===== src/rtl/core/climate_hysteresis_controller_unit_assert.svh =====
// Assertion macros shared by the controller RTL.
`ifndef CLIMATE_HYSTERESIS_CONTROLLER_UNIT_ASSERT_SVH
`define CLIMATE_HYSTERESIS_CONTROLLER_UNIT_ASSERT_SVH

// Same-cycle implication, disabled while reset is low.
`define CHCU_ASSERT_NOW(lbl, clk, rst_n, ante, cons) \
    lbl: assert property (@(posedge clk) disable iff (!rst_n) (ante) |-> (cons)) \
        else $error("controller assertion failed");

// Next-cycle implication, disabled while reset is low.
`define CHCU_ASSERT_NEXT(lbl, clk, rst_n, ante, cons) \
    lbl: assert property (@(posedge clk) disable iff (!rst_n) (ante) |=> (cons)) \
        else $error("controller assertion failed");

`endif


===== src/rtl/core/chcu_pkg.sv =====
`default_nettype none

package chcu_pkg;

    // Sample scaling constants.
    localparam int unsigned SAMPLE_FULL_SCALE = 4095;
    localparam int unsigned READING_TOP       = 99;
    localparam int unsigned SAMPLE_W          = 12;
    localparam int unsigned FIELD_W           = 7;
    localparam int unsigned LIMIT_W           = 7;

    // Scaling works on x = raw * READING_TOP + SAMPLE_FULL_SCALE / 2.
    localparam int unsigned HALF_SCALE = SAMPLE_FULL_SCALE / 2;
    localparam int unsigned X_MAX      = (2**SAMPLE_W - 1) * READING_TOP + HALF_SCALE;
    localparam int unsigned X_W        = $clog2(X_MAX + 1);

    // Reciprocal of the full scale; the quotient estimate is low by at most one.
    localparam int unsigned RECIP_SHIFT = X_W;
    localparam int unsigned RECIP_M     = (2**X_W) / SAMPLE_FULL_SCALE;
    localparam int unsigned M_W         = $clog2(RECIP_M + 1);
    localparam int unsigned P_W         = X_W + M_W;
    localparam int unsigned Q_MAX       = X_MAX / SAMPLE_FULL_SCALE;
    localparam int unsigned Q_W         = $clog2(Q_MAX + 2);
    localparam int unsigned RD_W        = $clog2(READING_TOP + 1);

    // Threshold arithmetic widths.
    localparam int unsigned TH_W     = 8;
    localparam int unsigned SPAN3_W  = 9;
    localparam int unsigned SPAN9_W  = 11;
    localparam int unsigned CMP_W    = (RD_W > TH_W) ? RD_W : TH_W;

    // Division by ten as multiply and shift, exact below 16384.
    localparam int unsigned DIV10_MUL   = 6554;
    localparam int unsigned DIV10_SHIFT = 16;
    localparam int unsigned DIV10_P_W   = 24;

    // Configuration register indexes.
    localparam int unsigned CFG_IDX_W = 2;
    localparam logic [CFG_IDX_W-1:0] CFG_TEMP_LOW   = 2'd0;
    localparam logic [CFG_IDX_W-1:0] CFG_TEMP_HIGH  = 2'd1;
    localparam logic [CFG_IDX_W-1:0] CFG_HUMID_LOW  = 2'd2;
    localparam logic [CFG_IDX_W-1:0] CFG_HUMID_HIGH = 2'd3;

    // Limit values after reset.
    localparam logic [LIMIT_W-1:0] RST_TEMP_LOW   = 7'd10;
    localparam logic [LIMIT_W-1:0] RST_TEMP_HIGH  = 7'd26;
    localparam logic [LIMIT_W-1:0] RST_HUMID_LOW  = 7'd60;
    localparam logic [LIMIT_W-1:0] RST_HUMID_HIGH = 7'd83;

    // Load strobes of the three scaling stages.
    typedef struct packed {
        logic s1;
        logic s2;
        logic s3;
    } t_pipe_en;

    // Limits and precomputed switching points.
    typedef struct packed {
        logic [LIMIT_W-1:0] temp_low;
        logic [LIMIT_W-1:0] temp_high;
        logic [LIMIT_W-1:0] humid_low;
        logic [TH_W-1:0]    heat_off;
        logic [TH_W-1:0]    cool_off;
        logic [TH_W-1:0]    irr_off;
        logic [TH_W-1:0]    temp_alert_lo;
        logic [TH_W-1:0]    temp_alert_hi;
        logic [TH_W-1:0]    humid_alert;
    } t_thresh;

endpackage

`default_nettype wire


===== src/rtl/core/chcu_scale.sv =====
`default_nettype none

module chcu_scale (
    input  wire logic                         i_clk,
    input  wire chcu_pkg::t_pipe_en           i_en,
    input  wire logic [chcu_pkg::SAMPLE_W-1:0] i_raw,
    output logic      [chcu_pkg::RD_W-1:0]     o_scaled
);

    logic [chcu_pkg::SAMPLE_W-1:0] r_raw;
    logic [chcu_pkg::X_W-1:0]      r_x;
    logic [chcu_pkg::X_W-1:0]      n_x;
    logic [chcu_pkg::X_W-1:0]      r_x3;
    logic [chcu_pkg::Q_W-1:0]      r_q0;
    logic [chcu_pkg::Q_W-1:0]      n_q0;
    logic [chcu_pkg::P_W-1:0]      w_prod;
    logic [chcu_pkg::X_W:0]        w_back;
    logic [chcu_pkg::X_W:0]        w_rem;
    logic [chcu_pkg::Q_W-1:0]      w_q;

    // Input register.
    always_ff @(posedge i_clk) begin
        if (i_en.s1) begin
            r_raw <= i_raw;
        end
    end

    // Scale by the reading top and add half of full scale for rounding.
    assign n_x = chcu_pkg::X_W'(r_raw) * chcu_pkg::X_W'(chcu_pkg::READING_TOP)
               + chcu_pkg::X_W'(chcu_pkg::HALF_SCALE);

    always_ff @(posedge i_clk) begin
        if (i_en.s2) begin
            r_x <= n_x;
        end
    end

    // Quotient estimate through the reciprocal of full scale.
    assign w_prod = chcu_pkg::P_W'(r_x) * chcu_pkg::P_W'(chcu_pkg::RECIP_M);
    assign n_q0   = chcu_pkg::Q_W'(w_prod >> chcu_pkg::RECIP_SHIFT);

    always_ff @(posedge i_clk) begin
        if (i_en.s3) begin
            r_q0 <= n_q0;
            r_x3 <= r_x;
        end
    end

    // One correction step, then saturate at the reading top.
    assign w_back = (chcu_pkg::X_W + 1)'(r_q0) * (chcu_pkg::X_W + 1)'(chcu_pkg::SAMPLE_FULL_SCALE);
    assign w_rem  = (chcu_pkg::X_W + 1)'(r_x3) - w_back;
    assign w_q    = (w_rem >= (chcu_pkg::X_W + 1)'(chcu_pkg::SAMPLE_FULL_SCALE))
                  ? (r_q0 + chcu_pkg::Q_W'(1)) : r_q0;

    always_comb begin
        if (w_q > chcu_pkg::Q_W'(chcu_pkg::READING_TOP)) begin
            o_scaled = chcu_pkg::RD_W'(chcu_pkg::READING_TOP);
        end else begin
            o_scaled = chcu_pkg::RD_W'(w_q);
        end
    end

endmodule

`default_nettype wire


===== src/rtl/core/chcu_limits.sv =====
`default_nettype none

module chcu_limits (
    input  wire logic                           i_clk,
    input  wire logic                           i_rst_n,
    input  wire logic                           i_cfg_we,
    input  wire logic [chcu_pkg::CFG_IDX_W-1:0] i_cfg_idx,
    input  wire logic [chcu_pkg::LIMIT_W-1:0]   i_cfg_data,
    output chcu_pkg::t_thresh                   o_thresh
);

    logic [chcu_pkg::LIMIT_W-1:0]   r_temp_low;
    logic [chcu_pkg::LIMIT_W-1:0]   r_temp_high;
    logic [chcu_pkg::LIMIT_W-1:0]   r_humid_low;
    logic [chcu_pkg::LIMIT_W-1:0]   r_humid_high;
    logic [chcu_pkg::LIMIT_W-1:0]   r_tspan;
    logic [chcu_pkg::LIMIT_W-1:0]   r_hspan;
    logic [chcu_pkg::SPAN9_W-1:0]   r_tspan9;
    logic [chcu_pkg::SPAN9_W-1:0]   r_hspan9;
    logic [chcu_pkg::LIMIT_W-1:0]   n_tspan;
    logic [chcu_pkg::LIMIT_W-1:0]   n_hspan;
    logic [chcu_pkg::DIV10_P_W-1:0] w_t910_p;
    logic [chcu_pkg::DIV10_P_W-1:0] w_h910_p;
    logic [chcu_pkg::LIMIT_W-1:0]   w_t910;
    logic [chcu_pkg::LIMIT_W-1:0]   w_h910;
    logic [chcu_pkg::SPAN3_W-1:0]   w_hspan3;
    chcu_pkg::t_thresh              r_th;
    chcu_pkg::t_thresh              n_th;

    // Configuration registers; the write data keeps its low seven bits.
    always_ff @(posedge i_clk) begin
        if (!i_rst_n) begin
            r_temp_low   <= chcu_pkg::RST_TEMP_LOW;
            r_temp_high  <= chcu_pkg::RST_TEMP_HIGH;
            r_humid_low  <= chcu_pkg::RST_HUMID_LOW;
            r_humid_high <= chcu_pkg::RST_HUMID_HIGH;
        end else if (i_cfg_we) begin
            case (i_cfg_idx)
                chcu_pkg::CFG_TEMP_LOW:   r_temp_low   <= i_cfg_data;
                chcu_pkg::CFG_TEMP_HIGH:  r_temp_high  <= i_cfg_data;
                chcu_pkg::CFG_HUMID_LOW:  r_humid_low  <= i_cfg_data;
                chcu_pkg::CFG_HUMID_HIGH: r_humid_high <= i_cfg_data;
                default: begin
                end
            endcase
        end
    end

    // Band spans, clamped to zero when the limits are inverted.
    assign n_tspan = (r_temp_high >= r_temp_low) ? (r_temp_high - r_temp_low) : '0;
    assign n_hspan = (r_humid_high >= r_humid_low) ? (r_humid_high - r_humid_low) : '0;

    always_ff @(posedge i_clk) begin
        r_tspan  <= n_tspan;
        r_hspan  <= n_hspan;
        r_tspan9 <= (chcu_pkg::SPAN9_W'(n_tspan) << 3) + chcu_pkg::SPAN9_W'(n_tspan);
        r_hspan9 <= (chcu_pkg::SPAN9_W'(n_hspan) << 3) + chcu_pkg::SPAN9_W'(n_hspan);
    end

    // Nine tenths of each span through the reciprocal of ten.
    assign w_t910_p = chcu_pkg::DIV10_P_W'(r_tspan9) * chcu_pkg::DIV10_P_W'(chcu_pkg::DIV10_MUL);
    assign w_h910_p = chcu_pkg::DIV10_P_W'(r_hspan9) * chcu_pkg::DIV10_P_W'(chcu_pkg::DIV10_MUL);
    assign w_t910   = chcu_pkg::LIMIT_W'(w_t910_p >> chcu_pkg::DIV10_SHIFT);
    assign w_h910   = chcu_pkg::LIMIT_W'(w_h910_p >> chcu_pkg::DIV10_SHIFT);
    assign w_hspan3 = (chcu_pkg::SPAN3_W'(r_hspan) << 1) + chcu_pkg::SPAN3_W'(r_hspan);

    // Switching points for the hysteresis and alert compares.
    always_comb begin
        n_th.temp_low      = r_temp_low;
        n_th.temp_high     = r_temp_high;
        n_th.humid_low     = r_humid_low;
        n_th.heat_off      = chcu_pkg::TH_W'(r_temp_low) + chcu_pkg::TH_W'(r_tspan >> 2);
        n_th.cool_off      = chcu_pkg::TH_W'(r_temp_high) - chcu_pkg::TH_W'(r_tspan >> 2);
        n_th.irr_off       = chcu_pkg::TH_W'(r_humid_low) + chcu_pkg::TH_W'(w_hspan3 >> 2);
        n_th.temp_alert_lo = chcu_pkg::TH_W'(r_temp_high) - chcu_pkg::TH_W'(w_t910);
        n_th.temp_alert_hi = chcu_pkg::TH_W'(r_temp_low) + chcu_pkg::TH_W'(w_t910);
        n_th.humid_alert   = chcu_pkg::TH_W'(r_humid_high) - chcu_pkg::TH_W'(w_h910);
    end

    always_ff @(posedge i_clk) begin
        r_th <= n_th;
    end

    assign o_thresh = r_th;

endmodule

`default_nettype wire


===== src/rtl/core/chcu_decide.sv =====
`default_nettype none

module chcu_decide (
    input  wire logic                      i_clk,
    input  wire logic                      i_rst_n,
    input  wire logic                      i_load,
    input  wire logic [chcu_pkg::RD_W-1:0] i_temp,
    input  wire logic [chcu_pkg::RD_W-1:0] i_humid,
    input  wire chcu_pkg::t_thresh         i_thresh,
    output logic                           o_irrigate_on,
    output logic                           o_cool_on,
    output logic                           o_heat_on,
    output logic                           o_alert_on,
    output logic [chcu_pkg::FIELD_W-1:0]   o_temp_scaled,
    output logic [chcu_pkg::FIELD_W-1:0]   o_humid_scaled
);

    logic [chcu_pkg::CMP_W-1:0] w_t;
    logic [chcu_pkg::CMP_W-1:0] w_h;
    logic [chcu_pkg::CMP_W-1:0] w_tlo;
    logic [chcu_pkg::CMP_W-1:0] w_thi;
    logic [chcu_pkg::CMP_W-1:0] w_hlo;
    logic                       r_irr;
    logic                       r_cool;
    logic                       r_heat;
    logic                       n_irr;
    logic                       n_cool;
    logic                       n_heat;
    logic                       n_alert;
    logic                       r_alert;
    logic [chcu_pkg::FIELD_W-1:0] r_temp_scaled;
    logic [chcu_pkg::FIELD_W-1:0] r_humid_scaled;

    assign w_t   = chcu_pkg::CMP_W'(i_temp);
    assign w_h   = chcu_pkg::CMP_W'(i_humid);
    assign w_tlo = chcu_pkg::CMP_W'(i_thresh.temp_low);
    assign w_thi = chcu_pkg::CMP_W'(i_thresh.temp_high);
    assign w_hlo = chcu_pkg::CMP_W'(i_thresh.humid_low);

    // Hysteresis: switch on at the limit, off past the off point (irrigation at it), else hold.
    always_comb begin
        n_irr = r_irr;
        if (w_h <= w_hlo) begin
            n_irr = 1'b1;
        end else if (w_h >= chcu_pkg::CMP_W'(i_thresh.irr_off)) begin
            n_irr = 1'b0;
        end

        n_cool = r_cool;
        if (w_t >= w_thi) begin
            n_cool = 1'b1;
        end else if (w_t < chcu_pkg::CMP_W'(i_thresh.cool_off)) begin
            n_cool = 1'b0;
        end

        n_heat = r_heat;
        if (w_t <= w_tlo) begin
            n_heat = 1'b1;
        end else if (w_t > chcu_pkg::CMP_W'(i_thresh.heat_off)) begin
            n_heat = 1'b0;
        end
    end

    // Near-limit alert, judged on the updated flags.
    assign n_alert = (w_t <= chcu_pkg::CMP_W'(i_thresh.temp_alert_lo) && w_t > w_tlo && !n_heat)
                  || (w_t >= chcu_pkg::CMP_W'(i_thresh.temp_alert_hi) && w_t < w_thi && !n_cool)
                  || (w_h <= chcu_pkg::CMP_W'(i_thresh.humid_alert) && w_h > w_hlo && !n_irr);

    // Flag state, which also forms the drive-flag part of the result word.
    always_ff @(posedge i_clk) begin
        if (!i_rst_n) begin
            r_irr  <= 1'b0;
            r_cool <= 1'b0;
            r_heat <= 1'b0;
        end else if (i_load) begin
            r_irr  <= n_irr;
            r_cool <= n_cool;
            r_heat <= n_heat;
        end
    end

    // Remaining result payload.
    always_ff @(posedge i_clk) begin
        if (i_load) begin
            r_alert        <= n_alert;
            r_temp_scaled  <= chcu_pkg::FIELD_W'(i_temp);
            r_humid_scaled <= chcu_pkg::FIELD_W'(i_humid);
        end
    end

    assign o_irrigate_on  = r_irr;
    assign o_cool_on      = r_cool;
    assign o_heat_on      = r_heat;
    assign o_alert_on     = r_alert;
    assign o_temp_scaled  = r_temp_scaled;
    assign o_humid_scaled = r_humid_scaled;

endmodule

`default_nettype wire


===== src/rtl/core/climate_hysteresis_controller_unit.sv =====
// Climate hysteresis controller.
// Input channel: i_valid, o_stall and one word of two raw 12-bit samples,
// i_temp_sample and i_humid_sample. A word is taken when i_valid is high and
// o_stall is low. Output channel: o_valid, i_stall and one result word of
// three drive flags, the alert flag and both scaled readings.
// The four 7-bit limits are written through i_cfg_we, i_cfg_idx and
// i_cfg_data; the user must do so only while no word is in flight (not enforced).
// An accepted word passes each stage in turn; the result register sets o_valid.
// One word can be taken every cycle while o_stall is low: a four-stage pipeline
// (input register, scaling multiply, reciprocal multiply, hysteresis and result
// register) holds up to four words; derived switching points sit in registers.
// While the receiver stalls, the result register holds its word and earlier
// stages keep filling; o_stall rises only once every stage is occupied.
// Reset (synchronous, active low) empties the pipeline, turns all three
// drives off and loads the default limits.
`default_nettype none

`include "climate_hysteresis_controller_unit_assert.svh"

module climate_hysteresis_controller_unit (
    input  wire logic                           i_clk,
    input  wire logic                           i_rst_n,
    input  wire logic                           i_valid,
    output logic                                o_stall,
    input  wire logic [chcu_pkg::SAMPLE_W-1:0]  i_temp_sample,
    input  wire logic [chcu_pkg::SAMPLE_W-1:0]  i_humid_sample,
    output logic                                o_valid,
    input  wire logic                           i_stall,
    output logic                                o_irrigate_on,
    output logic                                o_cool_on,
    output logic                                o_heat_on,
    output logic                                o_alert_on,
    output logic [chcu_pkg::FIELD_W-1:0]        o_temp_scaled,
    output logic [chcu_pkg::FIELD_W-1:0]        o_humid_scaled,
    input  wire logic                           i_cfg_we,
    input  wire logic [chcu_pkg::CFG_IDX_W-1:0] i_cfg_idx,
    input  wire logic [chcu_pkg::LIMIT_W-1:0]   i_cfg_data
);

    logic               r_v1;
    logic               r_v2;
    logic               r_v3;
    logic               r_vo;
    logic               w_rdy1;
    logic               w_rdy2;
    logic               w_rdy3;
    logic               w_rdy4;
    logic               w_load;
    chcu_pkg::t_pipe_en w_en;
    chcu_pkg::t_thresh  w_thresh;
    logic [chcu_pkg::RD_W-1:0] w_temp;
    logic [chcu_pkg::RD_W-1:0] w_humid;

    // Ready chain: a stage may load when it is empty or its word moves on.
    assign w_rdy4  = !r_vo || !i_stall;
    assign w_rdy3  = !r_v3 || w_rdy4;
    assign w_rdy2  = !r_v2 || w_rdy3;
    assign w_rdy1  = !r_v1 || w_rdy2;
    assign w_en.s1 = i_valid && w_rdy1;
    assign w_en.s2 = r_v1 && w_rdy2;
    assign w_en.s3 = r_v2 && w_rdy3;
    assign w_load  = r_v3 && w_rdy4;
    assign o_stall = !w_rdy1;
    assign o_valid = r_vo;

    // Stage occupancy.
    always_ff @(posedge i_clk) begin
        if (!i_rst_n) begin
            r_v1 <= 1'b0;
            r_v2 <= 1'b0;
            r_v3 <= 1'b0;
            r_vo <= 1'b0;
        end else begin
            if (w_rdy1) begin
                r_v1 <= i_valid;
            end
            if (w_rdy2) begin
                r_v2 <= r_v1;
            end
            if (w_rdy3) begin
                r_v3 <= r_v2;
            end
            if (w_rdy4) begin
                r_vo <= r_v3;
            end
        end
    end

    // Scaling pipelines for both samples.
    chcu_scale u_temp_scale (
        .i_clk    (i_clk),
        .i_en     (w_en),
        .i_raw    (i_temp_sample),
        .o_scaled (w_temp)
    );

    chcu_scale u_humid_scale (
        .i_clk    (i_clk),
        .i_en     (w_en),
        .i_raw    (i_humid_sample),
        .o_scaled (w_humid)
    );

    // Limit registers and switching points.
    chcu_limits u_limits (
        .i_clk      (i_clk),
        .i_rst_n    (i_rst_n),
        .i_cfg_we   (i_cfg_we),
        .i_cfg_idx  (i_cfg_idx),
        .i_cfg_data (i_cfg_data),
        .o_thresh   (w_thresh)
    );

    // Hysteresis flags and result register.
    chcu_decide u_decide (
        .i_clk          (i_clk),
        .i_rst_n        (i_rst_n),
        .i_load         (w_load),
        .i_temp         (w_temp),
        .i_humid        (w_humid),
        .i_thresh       (w_thresh),
        .o_irrigate_on  (o_irrigate_on),
        .o_cool_on      (o_cool_on),
        .o_heat_on      (o_heat_on),
        .o_alert_on     (o_alert_on),
        .o_temp_scaled  (o_temp_scaled),
        .o_humid_scaled (o_humid_scaled)
    );

    // An empty result register never holds back the input.
    `CHCU_ASSERT_NOW(a_empty_out_no_stall, i_clk, i_rst_n, !r_vo, !o_stall)
    // Input stalls only when every stage is full and the receiver stalls.
    `CHCU_ASSERT_NOW(a_stall_only_full, i_clk, i_rst_n, o_stall, r_v1 && r_v2 && r_v3 && r_vo && i_stall)
    // An accepted word occupies the input stage on the next edge.
    `CHCU_ASSERT_NEXT(a_accept_fills_s1, i_clk, i_rst_n, i_valid && !o_stall, r_v1)
    // A word in the last scaling stage reaches the output unless it is blocked.
    `CHCU_ASSERT_NEXT(a_s3_moves_out, i_clk, i_rst_n, r_v3 && !(r_vo && i_stall), r_vo)

endmodule

`default_nettype wire


===== config.mk =====
export PLATFORM = sky130hd
export DESIGN_NAME = climate_hysteresis_controller_unit
export DESIGN_NICKNAME = d
export VERILOG_FILES = /design/src/rtl/core/chcu_pkg.sv /design/src/rtl/core/chcu_scale.sv /design/src/rtl/core/chcu_limits.sv /design/src/rtl/core/chcu_decide.sv /design/src/rtl/core/climate_hysteresis_controller_unit.sv
export VERILOG_INCLUDE_DIRS = /design/src /design/src/rtl/core
export SDC_FILE = /design/constraint.sdc
export NUM_CORES = 1
export LEC_CHECK = 0
export BUFFER_PORTS_ARGS = -buffer_cell sky130_fd_sc_hd__buf_4
export CORE_MARGIN = 4
export CORE_UTILIZATION = 25
export CTS_BUF_LIST = sky130_fd_sc_hd__clkbuf_16
export DETAILED_ROUTE_END_ITERATION = 10
export SLEW_MARGIN = 20
export SYNTH_ARGS = -nofsm -noshare
export SYNTH_HDL_FRONTEND = slang
export SYNTH_SLANG_ARGS = --single-unit

===== constraint.sdc =====
create_clock -name i_clk -period 11.3 [get_ports i_clk]
set_clock_uncertainty 0.1 [all_clocks]
set_input_delay 2.825 -clock i_clk [delete_from_list [all_inputs] [get_ports i_clk]]
set_output_delay 2.825 -clock i_clk [all_outputs]
set_load 0.005 [all_outputs]

==> results of run 1 <==
==> path summary, 6_finish.rpt <==
kind | start | endpoint | slack, ns | cells past startpoint
worst max-delay path | u_humid_scale.r_q0[4] | u_decide.o_alert_on | 1.94 | 35
worst min-delay path | u_limits.r_humid_low[2] | u_limits.o_thresh[50] | 0.28 | 0
worst max register to register | u_humid_scale.r_q0[4] | u_decide.o_alert_on | 1.94 | 35
worst min register to register | u_limits.r_humid_low[2] | u_limits.o_thresh[50] | 0.28 | 0
==> layout by cell type, fill, tap and decap left out, drive strengths merged, types with 38 or more instances in the layout <==
master / n
ha: 459
buf: 61
nor2: 109
xor2: 38
nand2: 96
nor2b: 43
o21ai: 88
xnor2: 104
dfxtp: 134
inv: 570
edfxtp: 115
a21o: 48
fa: 186
a21oi: 121
==> cell usage after synthesis, drive strengths merged (4+ instances only) <==
master	n
o22ai	5
ha	459
a311oi	4
o31ai	5
xor2	38
a211o	5
o31a	4
nor3	30
or3	4
o221ai	5
o21ai	88
nand2	96
xnor2	104
nor2b	43
and2	16
a21boi	9
o21a	30
o21bai	17
mux2i	10
dfxtp	134
a31oi	9
nand4	17
o41ai	6
and3	9
nand3	34
a21o	48
a21oi	121
o211ai	18
or2	10
buf	5
clkbuf	20
nand2b	29
edfxtp	115
fa	186
a211oi	10
inv	560
nor2	109
o2111ai	5
==> through the flow <==
stage	cell area (um^2)	hold WS, ns	setup slack, ns	utilization [%]
2_1_floorplan	23850	0.2506	2.881	-
3_3_place_gp	25810	0.2817	2.082	27.21
3_5_place_dp	25810	0.2821	1.959	27.21
4_1_cts	26630	0.2856	1.927	28.07
5_1_grt	26650	0.2912	1.119	28.09
6_report	26660	0.2834	1.935	28.10
==> routing by layer <==
metal,GRT usage (%),wire [um]
met1,13.49,23150
met2,17.51,23290
met3,0.7625,1033
met4,2.847,1303
met5,0,0
==> kinds of logic (layout without fill, tap and decap cells) <==
logic type / after synthesis / after routing / synth area share [%]
multiplexers: 13 / 13 / 0.5614
buffers and inverters: 585 / 665 / 9.260
AO/OA/AOI/OAI: 406 / 406 / 10.94
AND/OR/NAND/NOR: 415 / 415 / 8.604
adder cells (fa/ha/maj): 645 / 645 / 39.69
XOR/XNOR: 142 / 142 / 5.215
other: 0 / 1 / 0
flip-flops: 249 / 249 / 25.73
==> layout make-up <==
class / instances / area (um^2) / share of cell area [%]
Multi-Input combinational cell: 1621 / 15540 / 58.30
Sequential cell: 249 / 6136 / 23.02
Inverter: 560 / 2102 / 7.886
Tap cell: 1265 / 1583 / 5.938
Clock buffer: 26 / 650.6 / 2.441
Timing Repair Buffer: 61 / 470.5 / 1.765
Clock inverter: 18 / 171.4 / 0.6431
Antenna cell: 1 / 2.502 / 0.009388
==> flip-flops by register name, summed over array words and instances, names as in the netlist, 7 cells and up <==
register and flops:
u_humid_scale.r_raw 12, u_limits.o_thresh 69, u_limits.r_tspan 7, u_humid_scale.r_x 19, u_decide.o_humid_scaled 7, u_limits.r_humid_low 7, u_decide.o_temp_scaled 7, u_temp_scale.r_raw 12
u_temp_scale.r_x 19, u_temp_scale.r_q0 7, u_limits.r_hspan9 8, u_humid_scale.r_x3 12, u_temp_scale.r_x3 12, u_limits.r_temp_high 7, u_limits.r_temp_low 7, u_humid_scale.r_q0 7
u_limits.r_humid_high 7, u_limits.r_tspan9 8, u_limits.r_hspan 7
==> impl_results.md, run 1 <==
* Status: finished, final reports clean
* I/O pins at 58
* Avg Cell Area, Syn at just under 10 um^2
* Yosys warns at 0
* Routability cong. at approximately 0.84
* CTS Root Buffer Type: clkbuf_16
* Crit-path max cell delay at 0.67 ns
* Initial DRC count at 582
* Number of global-route vias before repair at 16.20k
* Ys async rst share at 0%
* Worst slew margin at around a third
* I/O Buffers at 57
* Gr usage total at about a tenth
* Worst path buffer plus inverter count at 5
* GRT overflow at 0
* Crit path max fanout at 9
* Num CTS Buffers at 25
* Syn Inst Count at around 2.5k
* Final period util at about 83%
* CP max stage cell: fa_1
* CTS tree: built
* CP arrival at 9.53 ns
* Post-CTS Hold Buffers at 0
* Initial antenna violation count at 1
* Top cell type by total area after synthesis: ha_1
* Final std cells w/o fill at approximately 3.8k
* FILL cells at about 10k
* Post-CTS Resized at 0
* Die Y at roughly 320 um
* Final setup vio count at 0
* CP endpoint kind: register
* Layout cell share with drive strength beyond 1 at 5.128%
* First-pass GRT wire length at 83270 um
* Worst-path clk slew at ~0.070 ns
* CTS Sinks at between 200 and 250
* Nets at 3201
* Register area share after synthesis at ~26%
* Synth top area share at roughly 24%
* Core footprint at roughly 95000 um^2
* Mapped cell area at between 20000 and 25000 um^2
* Die Wd at 316.9 um
* Via count at 15.54k
* Detail Route Antenna Nets at 0
* Layout area overhead at 11.77%
* DRC Markers at 0
* Starting Density at 25.14%
* Htree depth at 1
* Post-CTS Setup Bufs at 0
* 1st-pass router iterations at 4
* Final hold viol count at 0
* Post-synth EDFFs at about 120
* Syn_nets at around 3.1k
* Min Tclk post-route at between 9 and 10 ns
* Actual slew at the worst max-slew pin at around 1 ns
* Largest net degree at the start of global routing at 39
* Max Cap Violations at 0
* Startpoint Class: register
* F_max at between 100 and 150 MHz
* Unrepaired setup endpoints after global routing: false
* Final slew viol count at 0
* Unique masters post-synth at just over 70
* Worst EP required at ~11 ns
* Crit-path leading delay family: compound AO/OA/AOI/OAI gates
* Cell count after placement at between 3k and 4k
* Hold Path Class: reg2reg
* WL per Instance at approximately 13 um
* Row count at approximately 110
* Final wirelength at approximately 50000 um
* Synth area leaders: ha_1, fa_1, edfxtp_1
* FF+latch count, synth at 249
* Die Area at 100400 um^2
* Vias per cell at around 4.1
* Crit path kind: reg2reg
* Post-DP HPWL at approximately 41000 um
* Max clock buf depth at 3
* Primary FF master, synth: dfxtp_1
* Setup total negative slack at 0 ns
* Later-pin clock latency in the skew report at about 0.54 ns
Power of run 1 is left out: the tool's default activity adds up to more than one toggle a clock period on the data nets, which glitch-free logic cannot reach.
==> run 2, diff against run 1 <==
==> constraint.sdc (replaced) <==
create_clock -name i_clk -period 7.8 [get_ports i_clk]
set_clock_uncertainty 0.1 [all_clocks]
set_input_delay 1.95 -clock i_clk [delete_from_list [all_inputs] [get_ports i_clk]]
set_output_delay 1.95 -clock i_clk [all_outputs]
set_load 0.005 [all_outputs]
==> impl_results.md, run 2 (synthesis gave the netlist of run 1 again) <==
* Status: finished, final reports clean
* Actual slew at the worst max-slew pin at 0.8977 ns
* Crit path max fanout at 3
* WL per Instance at around 13 um
* Post-CTS Hold Buffers at 0
* Hold Path Class: reg2reg
* GRT overflow at 0
* Worst reg2reg startpoint: u_humid_scale.r_q0[6]
* Crit-path max cell delay at between 0.6 and 0.7 ns
* First-pass GRT wire length at 84550 um
* Worst EP required at 8.03 ns
* Starting Density at between 20% and 30%
* Detail Route Antenna Nets at 0
* DRC Markers at 0
* Number of global-route vias before repair at ~17k
* Layout area overhead at 19.10%
* Max reg flops at 69
* Initial DRC count at 622
* Final Core Density at approximately 30%
* CP dominant cell by count: a21o_1
* Final setup vio count at 0
* Most frequent cells in the layout: inv_1, ha_1, buf_4
* Critical Path Sink: u_decide.o_alert_on
* Die Wd at 316.9 um
* CP Depth at 34
* FF-to-FF setup slack at a little under 0.009 ns
* Reg2reg path depth at 34
* Routability cong. at ~0.86
* Reg2Reg Capture Point: u_decide.o_alert_on
* I/O Buffers at between 50 and 60
* Die Y at 316.9 um
* CP arrival at 8.02 ns
* I/O pins at between 50 and 60
* Startpoint Class: register
* Worst-path clk slew at about 0.060 ns
* CTS Root Buffer Type: clkbuf_16
* Crit-path leading delay family: compound AO/OA/AOI/OAI gates
* Final wirelength at slightly above 50000 um
* Vias per cell at about 4.2
* Most common cell after layout, fill and taps aside: inv_1
* Die Area at approximately 100000 um^2
* Worst path buffer plus inverter count at 4
* F_max at 128.4 MHz
* Largest net degree at the start of global routing at 39
* Antenna Cells at 0
* Via count at 16.52k
* Unrepaired setup endpoints after global routing: true
* Layout cell share with drive strength beyond 1 at 13.19%
* Post-DP HPWL at 42710 um
* Max clock buf depth at 3
* Num CTS Buffers at 31
* CP max stage cell: fa_2
* Later-pin clock latency in the skew report at 0.58 ns
* CTS tree: built
* Gr usage total at between 10% and 20%
* FILL cells at 9770
* Final period util at around 100%
* Core footprint at around 95000 um^2
* Final hold viol count at 0
* Final slew viol count at 0
* Worst slew margin at 40.09%
* CP endpoint kind: register
* Max Cap Violations at 0
* 1st-pass router iterations at 5
* CP startpoint: u_humid_scale.r_q0[6]
* Htree depth at 1
* Row count at between 100 and 150
* Crit path kind: reg2reg
* Initial antenna violation count at 1
* CTS Sinks at around 250
* Nets at approximately 3.3k
* Min Tclk post-route at roughly 7.8 ns
run 2: cell count changes in the layout (fill, tap and decap cells not counted), moves of 6 or more:
cell	delta
ha_1	-13
o21ai_1	+7
inv_2	+8
inv_1	-6
ha_4	+9
fa_1	-6
fa_2	+6
o21ai_0	-13
buf_4	+123
a21oi_1	-16
a21oi_2	+16
run 2: worst min path at each step:
stage	startpoint	endpoint	slack, ns	cells past startpoint
2_1_floorplan	u_limits.r_temp_high[0]	u_limits.o_thresh[55]	0.25	0
3_3_place_gp	u_limits.r_temp_high[0]	u_limits.o_thresh[55]	0.26	0
3_5_place_dp	u_limits.r_temp_high[0]	u_limits.o_thresh[55]	0.27	0
4_1_cts	u_limits.r_temp_high[0]	u_limits.o_thresh[55]	0.28	0
5_1_grt	u_limits.r_temp_high[0]	u_limits.o_thresh[55]	0.29	0
6_report	u_limits.r_temp_high[0]	u_limits.o_thresh[55]	0.28	0
run 2: final cells by class:
| class | instances | area [um^2] | area share, % |
|---|---|---|---|
| clock buffers | 31 | 775.7 | 2.731 |
| clock inverters | 27 | 300.3 | 1.057 |
| inverters | 560 | 2102 | 7.400 |
| multi-input cells | 1621 | 16050 | 56.50 |
| flip-flops and latches | 249 | 6136 | 21.60 |
| well taps | 1265 | 1583 | 5.572 |
| repair buffers | 189 | 1459 | 5.136 |
run 2: timing repair:
item                                    in CTS  in global routing
buffers inserted                             4                  7
gates resized for setup                     29                 65
pin swaps                                   15                 60
endpoints found under the setup margin       2                  4
run 2: routing by layer:
metal | GRT usage, % | part of all wire (%)
met1 | 13.41 | 46
met5 | 0 | 0
met4 | 2.331 | 1.9
met2 | 18.14 | 49
met3 | 1.101 | 3.0
run 2: metrics by stage:
step / worst slack (ns) / hold slack, ns / setup TNS [ns] / cells / area (um^2)
after floorplan: 0.001022 / 0.2506 / 0 / 2455 / 23950
after global placement: -0.1571 / 0.2645 / -0.1571 / 3873 / 26800
after detailed placement: -0.2863 / 0.2683 / -0.3064 / 3873 / 26800
after CTS: 0.006936 / 0.2778 / 0 / 3935 / 28070
after global routing: -0.3206 / 0.2898 / -0.4149 / 3942 / 28400
final: 0.008849 / 0.2784 / 0 / 3942 / 28400
run 2: worst reg2reg max path, delay by kind of cell, from the launching register on:
family | cells | cell delay, ns
compound gates | 17 | 2.74
xor+xnor | 1 | 0.17
fa+ha+maj | 6 | 2.62
buf+inv | 4 | 0.20
flops | 1 | 0.42
mux | 1 | 0.38
simple gates | 5 | 0.91
Power of run 2 is left out for the same reason.
==> run 3, diff against run 2 <==
--- a/config.mk
+++ b/config.mk
@@ -6,11 +6,13 @@
 export SDC_FILE = /design/constraint.sdc
 export NUM_CORES = 1
 export LEC_CHECK = 0
+export ABC_CLOCK_PERIOD_IN_PS = 7800
 export BUFFER_PORTS_ARGS = -buffer_cell sky130_fd_sc_hd__buf_4
 export CORE_MARGIN = 4
 export CORE_UTILIZATION = 25
 export CTS_BUF_LIST = sky130_fd_sc_hd__clkbuf_16
 export DETAILED_ROUTE_END_ITERATION = 10
+export PLACE_DENSITY_LB_ADDON = 0.05
 export SLEW_MARGIN = 20
 export SYNTH_ARGS = -nofsm -noshare
 export SYNTH_HDL_FRONTEND = slang
==> impl_results.md, run 3 (synthesis gave the netlist of run 1 again) <==
* Final slew viol count at 0
* Layout cell share with drive strength beyond 1 at around 15%
* Final worst slack at around 0.0053 ns
* F_max at 128.3 MHz
* Detail Route Antenna Nets at 0
* Status: finished, final reports clean
* Gr usage total at between 10% and 20%
* Initial DRC count at just under 400
* Most common cell after layout, fill and taps aside: inv_1
* Multi-input logic area at around 16000 um^2
* Antenna Cells at 0
* FF-to-FF setup slack at roughly 0.0053 ns
* Worst-path clk slew at approximately 0.060 ns
* Final wirelength at between 50000 and 60000 um
* GRT overflow at 0
* Actual slew at the worst max-slew pin at a little over 1 ns
* Max reg flops at ~70
* Post-CTS Hold Buffers at 0
* Later-pin clock latency in the skew report at 0.57 ns
* Startpoint Class: register
* Crit-path max cell delay at between 0.5 and 0.6 ns
* Die Area at 100400 um^2
* Via count at 16.60k
* Worst slew margin at between 30% and 40%
* Initial antenna violation count at 1
* I/O Buffers at 57
* Reg area at about 6100 um^2
* Nets at 3371
* Setup total negative slack at 0 ns
* Max Cap Violations at 0
* I/O pins at between 50 and 60
* FILL cells at 9848
* Reg2reg path depth at 37
* Most frequent cells in the layout: inv_1, ha_1, buf_4
* 1st-pass router iterations at 7
* Layout area overhead at 21.22%
* Number of global-route vias before repair at around 18k
* CTS tree: built
* Hold Path Class: reg2reg
* First-pass GRT wire length at 96500 um
* Num CTS Buffers at 37
* Starting Density at 25.14%
* CP endpoint kind: register
* Die Wd at between 300 and 400 um
* WL per Instance at approximately 15 um
* Post-DP HPWL at roughly 50000 um
* Max clock buf depth at 3
* Routability cong. at roughly 0.78
* Pre-CTS setup slack at -0.3032 ns
* CP max stage cell: fa_2
* Final hold viol count at 0
* Min Tclk post-route at a little under 8 ns
* Final Core Density at a little under a third
* Die Y at about 320 um
* Crit path kind: reg2reg
* Crit path max fanout at 5
* Unrepaired setup endpoints after global routing: true
* CP dominant cell by count: o21ai_0
* Largest net degree at the start of global routing at 39
* Row count at between 100 and 150
* CTS Root Buffer Type: clkbuf_16
* Final setup vio count at 0
* Vias per cell at between 4 and 5
* DRC Markers at 0
* Hold path depth at 0
* Core footprint at 94870 um^2
* Htree depth at 2
* Worst EP required at between 8 and 9 ns
* Final period util at 99.93%
* CTS Sinks at roughly 250
* CP arrival at 8.01 ns
-- run 3: changes by cell type in the layout (fill, tap and decap cells not counted), sizes merged --
cell / change
bufinv: -2
clkinvlp: +3
inv: -3
buf: +30
clkbuf: +9
clkinv: +2
-- run 3: timing repair --
item                       in CTS  in global routing
setup endpoints to repair       3                  4
pin swaps                      21                 68
buffers inserted                8                 16
resized for setup              26                 84
-- run 3: through the flow --
step / hold slack, ns / area, um^2 / std cells
floorplan: 0.2506 / 23950 / 2455
global placement: 0.2894 / 26910 / 3890
detailed placement: 0.2920 / 26910 / 3890
CTS: 0.2956 / 28370 / 3965
global route: 0.3018 / 28910 / 3981
finish: 0.2950 / 28910 / 3981
-- run 3: path summary, 6_finish.rpt --
check	end	from
max	u_decide.o_alert_on	u_humid_scale.r_q0[1]
min	u_temp_scale.r_q0[3]	u_temp_scale.r_x[15]
max reg2reg	u_decide.o_alert_on	u_humid_scale.r_q0[1]
min reg2reg	u_temp_scale.r_q0[3]	u_temp_scale.r_x[15]
-- run 3: layout make-up --
cell class,instances,share of cell area [%]
Tap cell,1265,5.475
Timing Repair Buffer,219,5.765
Clock inverter,27,0.8093
Sequential cell,249,21.22
Clock buffer,40,3.462
Inverter,560,7.271
Multi-Input combinational cell,1621,55.99
-- run 3: metal layers --
metal	GRT usage, %	part of all wire [%]	up-vias
li1	-	-	8563
met1	16.55	48	7833
met2	20.40	47	142
met3	1.942	2.9	60
met4	2.702	1.9	0
met5	0	0	-
-- run 3: critical path, delay by kind of cell (launching register included) --
family	cells	cell delay, ns
AOI/OAI and AO/OA	14	2.04
and+or+nand+nor	8	1.17
buffers and inverters	8	0.85
DFF	1	0.41
adders and majority gates	6	2.57
muxes	1	0.38
Power of run 3 is left out for the same reason.
